$ cat src/hw/rtl/bped_pkg.sv
package bped_pkg;

   localparam int PATTERN_MAX_DEF  = 64;
   localparam int SYMBOL_WIDTH_DEF = 8;

   localparam int CMD_WIDTH   = 2;
   localparam int POS_WIDTH   = 6;
   localparam int LEN_WIDTH   = 7;
   localparam int DIST_WIDTH  = 32;
   localparam int DELTA_WIDTH = 2;

   localparam logic [CMD_WIDTH-1:0] CMD_LOAD  = 2'd0;
   localparam logic [CMD_WIDTH-1:0] CMD_START = 2'd1;
   localparam logic [CMD_WIDTH-1:0] CMD_STEP  = 2'd2;

   localparam logic [LEN_WIDTH-1:0]  LEN_RESET = 7'd64;
   localparam logic [DIST_WIDTH-1:0] DIST_MAX  = 32'hFFFF_FFFF;

   localparam logic signed [DELTA_WIDTH-1:0] DELTA_ZERO = 2'sb00;
   localparam logic signed [DELTA_WIDTH-1:0] DELTA_UP   = 2'sb01;
   localparam logic signed [DELTA_WIDTH-1:0] DELTA_DOWN = 2'sb11;

   // one-hot command strobes, already qualified by the pipeline advancing
   typedef struct packed {
      logic load;
      logic start;
      logic step;
   } ctrl_type;

endpackage

$ cat src/hw/rtl/bped_pattern_store.sv
module bped_pattern_store import bped_pkg::*; #(
   parameter int PATTERN_MAX  = PATTERN_MAX_DEF,
   parameter int SYMBOL_WIDTH = SYMBOL_WIDTH_DEF
) (
   input  logic                    clock,
   input  ctrl_type                ctrl,
   input  logic [POS_WIDTH-1:0]    position,
   input  logic [SYMBOL_WIDTH-1:0] symbol,
   output logic [PATTERN_MAX-1:0]  match
);

   logic [SYMBOL_WIDTH-1:0] pattern_ff [PATTERN_MAX];

   // a position at or above the pattern size matches no entry and is dropped
   always_ff @(posedge clock) begin
      for (int i = 0; i < PATTERN_MAX; i++) begin
         if (ctrl.load && position == POS_WIDTH'(i)) begin
            pattern_ff[i] <= symbol;
         end
      end
   end

   always_comb begin
      for (int i = 0; i < PATTERN_MAX; i++) begin
         match[i] = (pattern_ff[i] == symbol);
      end
   end

endmodule

$ cat config.mk
export PLATFORM = sky130hd
export DESIGN_NAME = bped_pattern_store
export DESIGN_NICKNAME = d
export VERILOG_FILES = /design/src/hw/rtl/bped_pkg.sv /design/src/hw/rtl/bped_pattern_store.sv
export SDC_FILE = /design/constraint.sdc
export NUM_CORES = 1
export LEC_CHECK = 0
export CORE_MARGIN = 2
export CORE_UTILIZATION = 50
export CTS_CLUSTER_SIZE = 14
export DETAILED_ROUTE_END_ITERATION = 8
export DONT_BUFFER_PORTS = 1
export PLACE_DENSITY = 0.63
export SYNTH_ARGS = -nofsm -noshare
export SYNTH_HDL_FRONTEND = slang
export SYNTH_SLANG_ARGS = --single-unit
export TNS_END_PERCENT = 1
$ cat constraint.sdc
create_clock -name clock -period 5 [get_ports clock]
set_clock_uncertainty 0.2 [all_clocks]
set_input_delay 1 -clock clock [delete_from_list [all_inputs] [get_ports clock]]
set_output_delay 1 -clock clock [all_outputs]
set_load 0.01 [all_outputs]
# --- Yosys cells after proc, flatten, opt, wreduce, memory -nomap -nowiden ---
# Memories as Yosys holds them, arrays and structs flattened.
# Cells that the tools add are included.
totals:
  register_bits: 0
  latch_bits: 0
  ram_bits: 512
  mem_bits_ro: 0
  input_bits: 18
  output_inout_bits: 64
  mem_count: 1
op_classes:
  addsub: 0
  mul: 0
  div: 0
  magnitude_cmp: 0
  eq_ne: 127
  n_shift: 0
  n_mux: 317
  n_bitwise: 0
  n_reduce_logical: 128
memory_table:
  columns: ["name", "depth", "width", "rd", "rd_ports_with_merged_regs", "wr", "line_no", "rtl"]
  rows:
  - ["pattern_ff", 64, 8, 64, 0, 1, "bped_pattern_store.sv:12", "logic [SYMBOL_WIDTH-1:0] pattern_ff [PATTERN_MAX];"]
op_table:
  columns: ["op", "n"]
  rows:
  - ["$eq 8x8->1", 64]
  - ["$mux 8", 63]
  - ["$reduce_or 8->1", 63]
  - ["$mux 6", 63]
  - ["$eq 6x6->1 const B", 32]
  - ["$mux 1", 191]
  - ["$eq 6x5->1 const B", 16]
  - ["$logic_and 1x1->1", 64]
  - ["$eq 6x4->1 const B", 8]
  - ["$eq 6x3->1 const B", 4]
  - ["$eq 6x2->1 const B", 2]
  - ["$eq 6x1->1 const B", 1]
  - ["$logic_not 6->1", 1]

# --- Logic depth before layout (Yosys ltp) ---
logic_depth:
  ltp_word: 68
  ltp_mapped: 5
  depth_no_buf: 3

# --- Least setup slack after synthesis ---
# No wires, ideal clock.
synth_timing:
  path_kind: "input port to output port"
  from: "input port symbol[2]"
  to: "output port match[0]"
  arrival_time_ns: 1.876
  t_required_ns: 3.800
  slack_ns: 1.924
  cell_stages: 5
  path_cell_list: "buf_2 -> buf_2 -> xnor2_1 -> nand4_1 -> nor2_1"
synth_between:
  elab_chain_len: 1
synth_lines:
  columns: ["item", "line_no", "rtl"]
  rows:
  - ["start: declaration", "bped_pattern_store.sv:8", "input logic [SYMBOL_WIDTH-1:0] symbol,"]
  - ["$eq 8x8->1", "bped_pattern_store.sv:25", "match[i] = (pattern_ff[i] == symbol);"]
  - ["end: declaration", "bped_pattern_store.sv:9", "output logic [PATTERN_MAX-1:0] match"]
# No other way between the ends.

# --- Final worst setup path ---
layout_timing:
  from: "input port symbol[4]"
  to: "output port match[40]"
# Same word-level chain as after synthesis.

==> run summary <==
via density per instance = 5.09
power density over the cells = 362 mW/mm²
Clock Tree Buf Depth = 3
Layout area overhead = 9.00%
#FFs+latches synth = 512
postcts setup bufs = 0
Total Neg Setup Slack = 0 ns
power share of the clock group = 0.411
CP required = 3.80 ns
WHS = 0.334 ns
Post-DRT Antenna Nets = 0
Hold Crit Class = in -> reg
routed len/inst = 19.3 µm
largest registers = pattern_ff: 512 flops
Placed Cells = 1892
Reg with most FFs = pattern_ff
fraction of power spent switching nets = 0.187
iteration-0 DRC count of the detailed router = 547
Pleak = 0.00662 µW
Comb pwr share = 0.031
Highest Clock Rate = 321 MHz
Power Internal = 6940 µW
max cap viols = 0
global-route wire length before repair = 59700 µm
syn nets = 1385
post-route cell area = 0.0235 mm²
highest ir drop seen on vdd = 258 µV
status = finished, final reports clean
CTS Hold Buffers Added = 0
drt drc = 0
Avg Cell Area, Syn = 15.8 µm²
Largest register FFs = 512
Initial Utilization = 0.504
Final #Nets = 1378
CTS Buf Count = 51
Reg power frac = 0.558
Row Count = 76
Root Buffer = clkbuf_16
core region area = 0.0429 mm²
CTS Sinks = 512
Worst Setup Start Kind = primary input
layout cell share with drive strength beyond 1 = 0.0480
slew margin rel. = 0.328
Ys Warns = 0
Hold Startpoint = symbol[5]
ANT cells = 0
fin cells = 1982
HPWL Detailed = 18100 µm
placed cell area = 0.0220 mm²
final setup vio count = 0
vias in the first global route = 10.0k
arrival time worst endpoint = 1.92 ns
clock transition at the registers of the reported paths = 0.05 ns
share of the synthesized area in the top cell type = 0.712
Die X = 212 µm
Tcrit/Tclk final = 0.624
GP Congestion = 0.658
IO Count = 82
utilization after layout = 0.549
initial antenna violation count = 0
path type of the worst setup path = in -> out
Post-Syn Area = 0.0216 mm²
sequential area share after synthesis = 0.712
pins over their slew limit = 0
P_sw = 1590 µW
GR Overflow Total = 0
final WL = 38300 µm
CTS tree = built
total track usage = 0.178
Worst Path Max Fanout = 128
Min Clock Period, post-route = 3.12 ns
largest net degree at the start of global routing = 129
hold depth = 0
most frequent cells in the layout = 512 x xnor2_1, 512 x edfxtp_1, 130 x nor2_1
CTS HTree Levels = 2
post-synth cell types = 13
final hold vios = 0
Vias = 10.1k
chip height = 212 µm
unrepaired setup endpoints after global routing = false
count of TritonRoute iterations in the first routing pass = 5
ranking of synthesized cells by area = edfxtp_1 71%, xnor2_1 21%, nand4_1 3.7%, nor2_1 2.3%, buf_2 1.1%
worst-margin pin slew = 1.01 ns
Worst Hold Endpoint = pattern_ff[1][93]$_DFFE_PP_
PortBufs = 0
Mapped Cells = 1367
CP Capture Type = output pin
die area = 0.0449 mm²
CTS resizes = 0
cell taking the most area after synthesis = edfxtp_1
-- cells in the mapped netlist --
cell      number
nor2_1       130
nand2_1        9
or3b_1         1
buf_2         49
buf_6          1
nand3b_1       2
nand3_1        7
edfxtp_1     512
xnor2_1      512
nor2b_1        4
buf_4          8
clkbuf_1       3
nand4_1      129
-- worst max-delay path by stage --
stage                      startpoint                            to  slack (ns)
after global placement    position[4]   pattern_ff[1][90]$_DFFE_PP_        1.78
after CTS                   symbol[4]                     match[63]        2.04
after global routing        symbol[3]                     match[37]        1.94
final                       symbol[4]                     match[40]        1.88
after floorplan             symbol[2]                      match[0]        1.92
after detailed placement      ctrl[2]  pattern_ff[1][180]$_DFFE_PP_        1.73
-- per-layer routing --
layer,up-vias,part of all wire,track usage
li1,4880,-,-
met1,4969,0.48,0.253
met2,182,0.44,0.274
met3,54,0.059,0.0469
met4,0,0.019,0.0452
met5,-,0,0
-- stage by stage --
step	setup WS (ns)	total power, µW
6_report	1.88	8530
5_1_grt	1.94	8840
4_1_cts	2.04	8640
3_5_place_dp	1.73	5120
3_3_place_gp	1.78	5110
2_1_floorplan	1.92	5180
-- power groups by stage --
stage | Sequential [µW] | Clock, µW | Combinational [µW]
finish | 4760 | 3510 | 262
global route | 4760 | 3780 | 296
CTS | 4760 | 3610 | 269
detailed placement | 4850 | 0 | 268
global placement | 4850 | 0 | 261
floorplan | 4850 | 0 | 326
-- logic make-up (layout without fill, tap and decap cells) --
family                    count (synthesis)  in the layout  synth area share
buffers and inverters                    61             91            0.0152
and+or+nand+nor                         282            282            0.0654
xor gates and xnor gates                512            512             0.208
DFF                                     512            512             0.712
-- layout make-up --
type | count | area, µm²
Timing Repair Buffer | 1 | 7.51
Clock buffer | 67 | 1380
Sequential cell | 512 | 15400
Fill cell | 3414 | 19300
Clock inverter | 23 | 153
Multi-Input combinational cell | 794 | 5900
Tap cell | 585 | 732
-- critical path, stage by stage --
cell and delay [ns]:
xnor2_1 0.30, nand4_1 0.11, nor2_1 0.32
No activity file was read; power rests on OpenSTA's default activity.
